[src/hw/rtl/ispq_pkg.sv]
package ispq_pkg;

    localparam int ID_BITS           = 6;
    localparam int ID_SPACE          = 1 << ID_BITS;
    localparam int KIND_BITS         = 3;
    localparam int REQ_BITS          = 32;
    localparam int CNT_OUT_BITS      = 7;
    localparam int CFG_BITS          = 7;
    localparam int DEF_MAX_ENTRIES   = 64;
    localparam int DEF_PRIORITY_BITS = 32;
    localparam logic [CFG_BITS-1:0] CFG_RESET = 7'd64;

    typedef enum logic [KIND_BITS-1:0] {
        K_INSERT = 3'd0,
        K_REMOVE = 3'd1,
        K_RAISE  = 3'd2,
        K_LOWER  = 3'd3,
        K_QUERY  = 3'd4
    } t_kind;

    typedef enum logic [1:0] {
        S_IDLE,
        S_EXEC,
        S_PLACE
    } t_state;

    typedef enum logic [1:0] {
        OSEL_ZERO,
        OSEL_HEAD,
        OSEL_CUR
    } t_osel;

    typedef struct packed {
        logic [KIND_BITS-1:0]       kind;
        logic [ID_BITS-1:0]         id;
        logic signed [REQ_BITS-1:0] priority_req;
    } t_in_item;

    typedef struct packed {
        logic                       ok;
        logic [ID_BITS-1:0]         out_id;
        logic signed [REQ_BITS-1:0] out_priority;
        logic [CNT_OUT_BITS-1:0]    count;
    } t_out_item;

    typedef struct packed {
        logic  load;
        logic  place;
        logic  unlink;
        logic  pop;
        logic  write_out;
        logic  ok;
        t_osel osel;
    } t_cmd;

    typedef struct packed {
        logic [KIND_BITS-1:0] kind;
        logic                 id_ok;
        logic                 present;
        logic                 cond;
        logic                 empty;
        logic                 full;
        logic                 out_free;
    } t_status;

endpackage

[src/hw/rtl/ispq_ctrl.sv]
module ispq_ctrl (
    input  logic               i_clk,
    input  logic               i_rst_n,
    input  logic               i_in_valid,
    output logic               o_in_stall,
    input  ispq_pkg::t_status  i_status,
    output ispq_pkg::t_cmd     o_cmd
);

    ispq_pkg::t_state r_state, n_state;

    always_ff @(posedge i_clk) begin
        if (!i_rst_n) begin
            r_state <= ispq_pkg::S_IDLE;
        end else begin
            r_state <= n_state;
        end
    end

    always_comb begin
        n_state    = r_state;
        o_in_stall = 1'b1;
        o_cmd      = '0;
        o_cmd.osel = ispq_pkg::OSEL_ZERO;
        case (r_state)
            ispq_pkg::S_IDLE: begin
                o_in_stall = 1'b0;
                if (i_in_valid) begin
                    o_cmd.load = 1'b1;
                    n_state    = ispq_pkg::S_EXEC;
                end
            end
            ispq_pkg::S_EXEC: begin
                case (i_status.kind)
                    ispq_pkg::K_INSERT: begin
                        o_cmd.ok = i_status.id_ok && !i_status.present && !i_status.full;
                        if (i_status.out_free) begin
                            o_cmd.place     = o_cmd.ok;
                            o_cmd.write_out = 1'b1;
                            n_state         = ispq_pkg::S_IDLE;
                        end
                    end
                    ispq_pkg::K_REMOVE: begin
                        o_cmd.ok = !i_status.empty;
                        if (i_status.out_free) begin
                            o_cmd.pop       = o_cmd.ok;
                            o_cmd.osel      = o_cmd.ok ? ispq_pkg::OSEL_HEAD
                                                       : ispq_pkg::OSEL_ZERO;
                            o_cmd.write_out = 1'b1;
                            n_state         = ispq_pkg::S_IDLE;
                        end
                    end
                    ispq_pkg::K_RAISE, ispq_pkg::K_LOWER: begin
                        // take the entry out first, put it back in order in S_PLACE once the output is free
                        if (i_status.present && i_status.cond) begin
                            o_cmd.unlink = 1'b1;
                            n_state      = ispq_pkg::S_PLACE;
                        end else if (i_status.out_free) begin
                            o_cmd.write_out = 1'b1;
                            n_state         = ispq_pkg::S_IDLE;
                        end
                    end
                    ispq_pkg::K_QUERY: begin
                        o_cmd.ok = i_status.present;
                        if (i_status.out_free) begin
                            o_cmd.osel      = o_cmd.ok ? ispq_pkg::OSEL_CUR
                                                       : ispq_pkg::OSEL_ZERO;
                            o_cmd.write_out = 1'b1;
                            n_state         = ispq_pkg::S_IDLE;
                        end
                    end
                    default: begin
                        if (i_status.out_free) begin
                            o_cmd.write_out = 1'b1;
                            n_state         = ispq_pkg::S_IDLE;
                        end
                    end
                endcase
            end
            ispq_pkg::S_PLACE: begin
                o_cmd.ok = 1'b1;
                if (i_status.out_free) begin
                    o_cmd.place     = 1'b1;
                    o_cmd.write_out = 1'b1;
                    n_state         = ispq_pkg::S_IDLE;
                end
            end
            default: begin
                n_state = ispq_pkg::S_IDLE;
            end
        endcase
    end

endmodule

[config.mk]
export PLATFORM = sky130hd
export DESIGN_NAME = ispq_ctrl
export DESIGN_NICKNAME = d
export VERILOG_FILES = /design/src/hw/rtl/ispq_pkg.sv /design/src/hw/rtl/ispq_ctrl.sv
export SDC_FILE = /design/constraint.sdc
export NUM_CORES = 1
export LEC_CHECK = 0
export BUFFER_PORTS_ARGS = -buffer_cell sky130_fd_sc_hd__buf_2
export CAP_MARGIN = 20
export CELL_PAD_IN_SITES_DETAIL_PLACEMENT = 2
export CELL_PAD_IN_SITES_GLOBAL_PLACEMENT = 2
export CORE_MARGIN = 4
export CORE_UTILIZATION = 19
export DETAILED_ROUTE_END_ITERATION = 8
export PLACE_DENSITY = 0.75
export SLEW_MARGIN = 20
export SYNTH_ARGS = -nofsm -noshare
export SYNTH_HDL_FRONTEND = slang
export SYNTH_SLANG_ARGS = --single-unit
export TNS_END_PERCENT = 1
[constraint.sdc]
create_clock -name i_clk -period 2.7 [get_ports i_clk]
set_clock_uncertainty 0.15 [all_clocks]
set_input_delay 0.405 -clock i_clk [delete_from_list [all_inputs] [get_ports i_clk]]
set_output_delay 0.405 -clock i_clk [all_outputs]
set_load 0.01 [all_outputs]
==> key figures, run 1 <==
Route
  • Vias per cell: 4.84
  • DR iter-0 viols: 5
  • Total Routed Length: between 1 and 1.5 mm
  • DRT antenna net count: 0
  • Vias: between 300 and 400
  • Drt drc: 0
  • DR WL/cell: approximately 13 um
  • First-pass DRT Iterations: 2

Timing
  • Worst Tran Pin Value: 0.289 ns
  • Relative slew margins: about four fifths
  • Hold Fails Final Rpt: 0
  • Minimum hold slack: between 0.3 and 0.4 ns
  • Setup Viol. Count Final: 0
  • Final Max Slew Viols: 0
  • RSZ-0062 raised after global routing: false
  • Setup TNS: 0 ns
  • Part of the cycle the worst path needs: a little under 80%
  • Max Fclk: 0.475 GHz
  • Fin crit period: roughly 2.1 ns

Pwr
  • Pwr Density: about 330 nW/um^2
  • Max IR drop VDD: 0.223 mV
  • Pleak: about 0.22 nW

Floorplanning
  • Initial core utilization: a little over a fifth
  • Die ar.: between 2000 and 2500 sq um
  • Boundary Pins: 21
  • Die Width: approximately 47 um
  • Chip Height: roughly 47 um
  • Area of the core: around 1400 sq um
  • Row Count: 13

Global routing
  • Vias in the first global route: roughly 410
  • Pin count of the biggest net entering global routing: 7
  • Initial antenna violation count: 0
  • Total global routing overflow: 0
  • Global-route wire length before repair: approximately 1.9 mm
  • Gr usage total: a little under an eighth

Placed design
  • Placer congestion estimate: ~0.65
  • Port Buf Inserts: 20
  • DP Wirelength: approximately 940 um

Layout
  • Sequential cell area: ~40 sq um
  • Largest reg by FF count: r_state
  • Number of flip-flops in the largest register: 2
  • Most frequent cells in the layout: buf_2 (20), nor2_1 (8), inv_1 (5), nand2_1 (5), ha_1 (4)
  • Area grow syn2layout: 48.5%
  • Largest registers: r_state: 2 flops
  • Nets: 83
  • Antenna diode count: 0
  • Fill cell count: 176
  • Layout cell share with drive strength beyond 1: 38.5%
  • Most common cell after layout, fill and taps aside: buf_2
  • Area of the multi-input gates: ~230 sq um

Setup path
  • Flop2flop setup slack: about 1.3 ns
  • Cell mode on critical path: inv_1
  • Crit. End Element: output port
  • Crit Path Class: reg2out
  • Data arrival time of the critical path: about 1.6 ns
  • Crit start category: flop
  • Worst path cell trace: inv_1 -> ha_1 -> inv_1 -> nor2_1 -> nand3_1 -> o21ai_2 -> buf_2
  • Critical path buffer and inverter count: 3
  • Slowest CP cell: dfxtp_1
  • Cell family with most CP delay: simple AND/OR/NAND/NOR gates
  • Critical Path RT: around 2.1 ns
  • Max incr delay on CP: roughly 0.34 ns
  • CP max FO: 4

Clock tree
  • Post-CTS Hold Buffers: 0
  • CTS H-tree lvls: 1
  • Clk buf depth: 2
  • Clock Sink Count: 2
  • Num CTS Buffers: 3
  • Clock root cell: clkbuf_4
  • Skew-Pair Late Insertion Delay: roughly 0.22 ns
  • Clk slew on worst S/H paths: 0.03 ns
  • CTS tree: yes
  • Buffers inserted by post-CTS timing repair: 0
  • Post_cts resized: 0

Logic synthesis
  • Yosys cell types: 19
  • Synth top area share: around 17%
  • Synthesis-stage register bit count: 2
  • Mapped Cells: 42
  • Syn Std Cell Area: a little under 300 sq um
  • Synthesized Nets: 58
  • Main area contributors after synthesis: ha_1 (17%), dfxtp_1 (14%), nor2_1 (10%)
  • Ys Warns: 0
  • Post-synthesis sequential area ratio: 13.7%
  • Avg Cell Area, Syn: between 6 and 7 sq um
  • Biggest area consumer among synthesized cells: ha_1

Worst hold path
  • Hold Crit Class: in2reg

Outcome
  • Status: finished clean

Run
  • Max-Cap Viols: 0
[final timing paths]
| check | startpoint | to | depth (start not counted) |
|---|---|---|---|
| min | i_rst_n | r_state[1]$_SDFFE_PN0P_ | 2 |
| max reg2reg | r_state[0]$_SDFFE_PN0P_ | r_state[1]$_SDFFE_PN0P_ | 6 |
| min reg2reg | r_state[0]$_SDFFE_PN0P_ | r_state[0]$_SDFFE_PN0P_ | 2 |
| max | r_state[1]$_SDFFE_PN0P_ | o_cmd[2] | 7 |
[per-layer routing]
metal	GRT usage [%]	routed length [um]	vias to the layer above
li1	-	-	200
met1	15.4	512	182
met2	19.2	533	5
met3	2.30	20	0
met4	4.97	0	0
met5	0	0	-
[cells by family (layout without fill, tap and decap cells)]
kind of cell / count (synthesis) / after routing / synth area share, %
fa+ha+maj: 4 / 4 / 17.2
simple gates: 22 / 22 / 41.6
buf+inv: 5 / 28 / 6.44
flops: 2 / 2 / 13.7
compound gates: 9 / 9 / 21.0
[report_power, final]
| part | leakage [nW] | total, W | switching [W] | internal [W] |
|---|---|---|---|---|
| clock | 0.0138 | 0.0000649 | 0.0000159 | 0.0000490 |
| combinational | 0.193 | 0.0000431 | 0.0000248 | 0.0000183 |
| sequential | 0.0164 | 0.0000334 | 0.00000206 | 0.0000314 |
| total | 0.223 | 0.000141 | 0.0000428 | 0.0000986 |
[metrics by stage]
| step | std cells | total power [W] | worst slack (ns) | util (%) | area [sq um] |
|---|---|---|---|---|---|
| floorplan | 42 | 0.0000560 | 0.834 | - | 292 |
| global placement | 77 | 0.0000772 | 0.614 | 30.0 | 410 |
| detailed placement | 77 | 0.0000777 | 0.595 | 30.0 | 410 |
| CTS | 80 | 0.000144 | 0.567 | 31.7 | 433 |
| global route | 80 | 0.000156 | 0.414 | 31.7 | 433 |
| finish | 80 | 0.000141 | 0.596 | 31.7 | 433 |
[cell type report]
class	instances	share of cell area [%]
Clock buffer	3	5.20
Inverter	5	4.34
Multi-Input combinational cell	35	53.8
Timing Repair Buffer	20	23.1
Sequential cell	2	9.25
Tap cell	15	4.34
[cell usage after synthesis]
master     n
nand2_1    5
dfxtp_1    2
nand4b_1   2
o32ai_1    1
inv_1      5
and4_1     2
nand3_1    1
ha_1       4
nor2_1     8
nor3_2     1
a22oi_1    1
or4b_1     1
nor2b_1    1
a21oi_1    3
o2111ai_1  1
a211oi_1   1
o21ai_2    1
o21ai_1    1
and3_1     1
(Power assumes the default switching activity.)
==> run 2, diff against run 1 <==
Settings changed: CORE_UTILIZATION 19 to 17, PLACE_DENSITY 0.75 to 0.68.
Clock period 2.7 ns to 2.01 ns, I/O delays scaled along.
==> key figures, run 2 (synthesis gave the netlist of run 1 again) <==
Setup path
  • Crit Path Class: reg2out
  • Crit start category: flop
  • Max incr delay on CP: 0.45 ns (+0.11 ns)
  • Crit. End Element: output port
  • Critical path buffer and inverter count: 2 (-1)
  • Worst reg-to-reg path cell count: 6 (unchanged)
  • Critical Path RT: 1.56 ns (-0.58 ns)
  • Worst path cell trace: inv_1 -> ha_1 -> nand3_1 -> o21ai_2 -> buf_2
  • Crit path from: r_state[0]$_SDFFE_PN0P_
  • Slowest CP cell: dfxtp_1
  • CP max FO: 5 (+1)
  • Cell family with most CP delay: flip-flops
  • Worst R2R End: r_state[1]$_SDFFE_PN0P_
  • WP depth: 5 (-2)
  • R2r startpoint: r_state[0]$_SDFFE_PN0P_
  • Data arrival time of the critical path: 1.46 ns (-0.09 ns)
  • Flop2flop setup slack: 0.47 ns (-0.78 ns)

Pwr
  • Total Power: 0.000194 W (+37%)
  • Clk network pwr share: 44.3% (-1.6 points)
  • Pleak: 0.224 nW (+0.58%)
  • Max IR drop VDD: 0.122 mV (-45%)
  • Switching share of power: 30.6% (+0.41 points)
  • Pwr Density: 428 nW/um^2 (+31%)
  • P_sw: 0.0000596 W (+39%)
  • Sequential share of power: 23.8% (+0.2 points)
  • Power Internal: 0.000135 W (+37%)
  • Comb power frac: 31.9% (+1.4 points)

Outcome
  • Status: finished clean

Route
  • Total Routed Length: 1.08 mm (+1.4%)
  • Vias per cell: 4.96 (+2.6%)
  • Drt drc: 0 (unchanged)
  • First-pass DRT Iterations: 4 (+2)
  • DR iter-0 viols: 6 (+1)
  • DR WL/cell: 13.3 um (+0.16%)
  • Vias: 402 (+3.9%)
  • DRT antenna net count: 0 (unchanged)

Clock tree
  • Clock root cell: clkbuf_4
  • Clk slew on worst S/H paths: 0.03 ns (about the same)
  • Num CTS Buffers: 3 (unchanged)
  • CTS H-tree lvls: 1 (unchanged)
  • Clk buf depth: 2 (unchanged)
  • Buffers inserted by post-CTS timing repair: 0 (unchanged)
  • Clock Sink Count: 2 (unchanged)
  • CTS tree: yes
  • Skew-Pair Late Insertion Delay: 0.22 ns (about the same)

Timing
  • Worst Tran Pin Value: 0.288 ns (-0.00100 ns)
  • Fin crit period: roughly 1.9 ns
  • Relative slew margins: 80.7% (about the same)
  • Max Fclk: 0.524 GHz
  • Minimum hold slack: 0.228 ns (-0.0799 ns)
  • Final Max Slew Viols: 0 (unchanged)
  • Part of the cycle the worst path needs: ~95%
  • Hold Fails Final Rpt: 0 (unchanged)
  • Setup Viol. Count Final: 0 (unchanged)

Floorplanning
  • Chip Height: 49.4 um (+4.7%)
  • Area of the core: 1560 sq um (+14%)
  • Die Width: 49.4 um (+4.7%)
  • Die ar.: 2440 sq um (+9.7%)
  • Boundary Pins: 21 (unchanged)
  • Initial core utilization: 18.7% (-2.6 points)
  • Row Count: 14 (+1)

Global routing
  • Global-route wire length before repair: 1.68 mm (-10%)
  • Initial antenna violation count: 0 (unchanged)
  • Total global routing overflow: 0 (unchanged)
  • Pin count of the biggest net entering global routing: 7 (unchanged)
  • Vias in the first global route: 390 (-5.3%)
  • Gr usage total: 9.09% (-2.8 points)

Placed design
  • Placer congestion estimate: 0.715 (+9.5%)
  • Port Buf Inserts: 20 (unchanged)
  • Placed cell areas: 412 sq um (+0.30%)
  • DP Wirelength: 946 um (+0.68%)

Layout
  • Most frequent cells in the layout: buf_2 (20), nor2_1 (7), inv_1 (5), nand2_1 (5)
  • Layout cell share with drive strength beyond 1: 41.5% (+3.1 points)
  • Number of flip-flops in the largest register: 2 (unchanged)
  • Most common cell after layout, fill and taps aside: buf_2
  • Core Util, Final: 29.1% (-2.6 points)
  • Area grow syn2layout: 55.8%
  • Nets: 83 (unchanged)
  • Largest reg by FF count: r_state
  • Largest registers: r_state: 2 flops
  • Area of the multi-input gates: 253 sq um (+8.6%)
  • Fill cell count: 199 (+13%)
  • Antenna diode count: 0 (unchanged)
  • Fin area: 454 sq um (+4.9%)
  • Sequential cell area: 40.0 sq um (unchanged)

Worst hold path
  • Min-delay src: i_rst_n
  • Hold Path End: r_state[1]$_SDFFE_PN0P_
  • Hold Crit Class: in2reg
  • WHS Path Cells: 2 (unchanged)

Run
  • Max-Cap Viols: 0 (unchanged)
-- run 2: changes by cell type in the layout (fill, tap and decap cells not counted) --
| cell | before | now |
|---|---|---|
| ha_1 | 4 | 3 |
| nor2_4 | 0 | 1 |
| ha_4 | 0 | 1 |
| nor2_1 | 8 | 7 |
-- run 2: area by class of cell --
type / instances / share of cell area [%]
multi-input combinational: 35 / 55.6
timing repair buffer: 20 / 22.0
sequential: 2 / 8.82
clock buffer: 3 / 4.96
tap: 16 / 4.41
inverter: 5 / 4.13
-- run 2: power by group through the flow --
| stage | combinational, W | sequential, W | clock [W] |
|---|---|---|---|
| 2_1_floorplan | 0.0000305 | 0.0000447 | 0 |
| 4_1_cts | 0.0000593 | 0.0000452 | 0.0000910 |
| 6_report | 0.0000619 | 0.0000463 | 0.0000862 |
| 3_3_place_gp | 0.0000579 | 0.0000455 | 0 |
| 3_5_place_dp | 0.0000582 | 0.0000457 | 0 |
| 5_1_grt | 0.0000692 | 0.0000465 | 0.000101 |
-- run 2: how the worst max path moves through the flow --
stage / slack (ns) / to
CTS: 0.04 / o_cmd[2]
finish: 0.10 / o_cmd[2]
global placement: 0.11 / o_cmd[2]
floorplan: 0.35 / o_cmd[6]
global route: -0.01 / o_cmd[2]
detailed placement: 0.12 / o_cmd[2]
-- run 2: stage by stage --
| step | cells | worst slack [ns] | TNS (ns) |
|---|---|---|---|
| after floorplan | 42 | 0.351 | 0 |
| after global placement | 78 | 0.114 | 0 |
| after detailed placement | 78 | 0.118 | 0 |
| after CTS | 81 | 0.0420 | 0 |
| after global routing | 81 | -0.0131 | -0.0131 |
| final | 81 | 0.102 | 0 |
-- run 2: what timing repair did --
item,CTS,global route
endpoints found under the setup margin,1,3
resized for setup,1,3
hold buffers,0,0
-- run 2: layer usage --
| metal | part of all wire, % | vias to the layer above | global-route usage, % | routed length [um] |
|---|---|---|---|---|
| met1 | 46 | 194 | 10.9 | 498 |
| met2 | 50 | 9 | 13.8 | 539 |
| li1 | - | 199 | - | - |
| met5 | 0 | - | 0 | 0 |
| met4 | 0 | 0 | 8.29 | 0 |
| met3 | 3.9 | 0 | 1.22 | 42 |
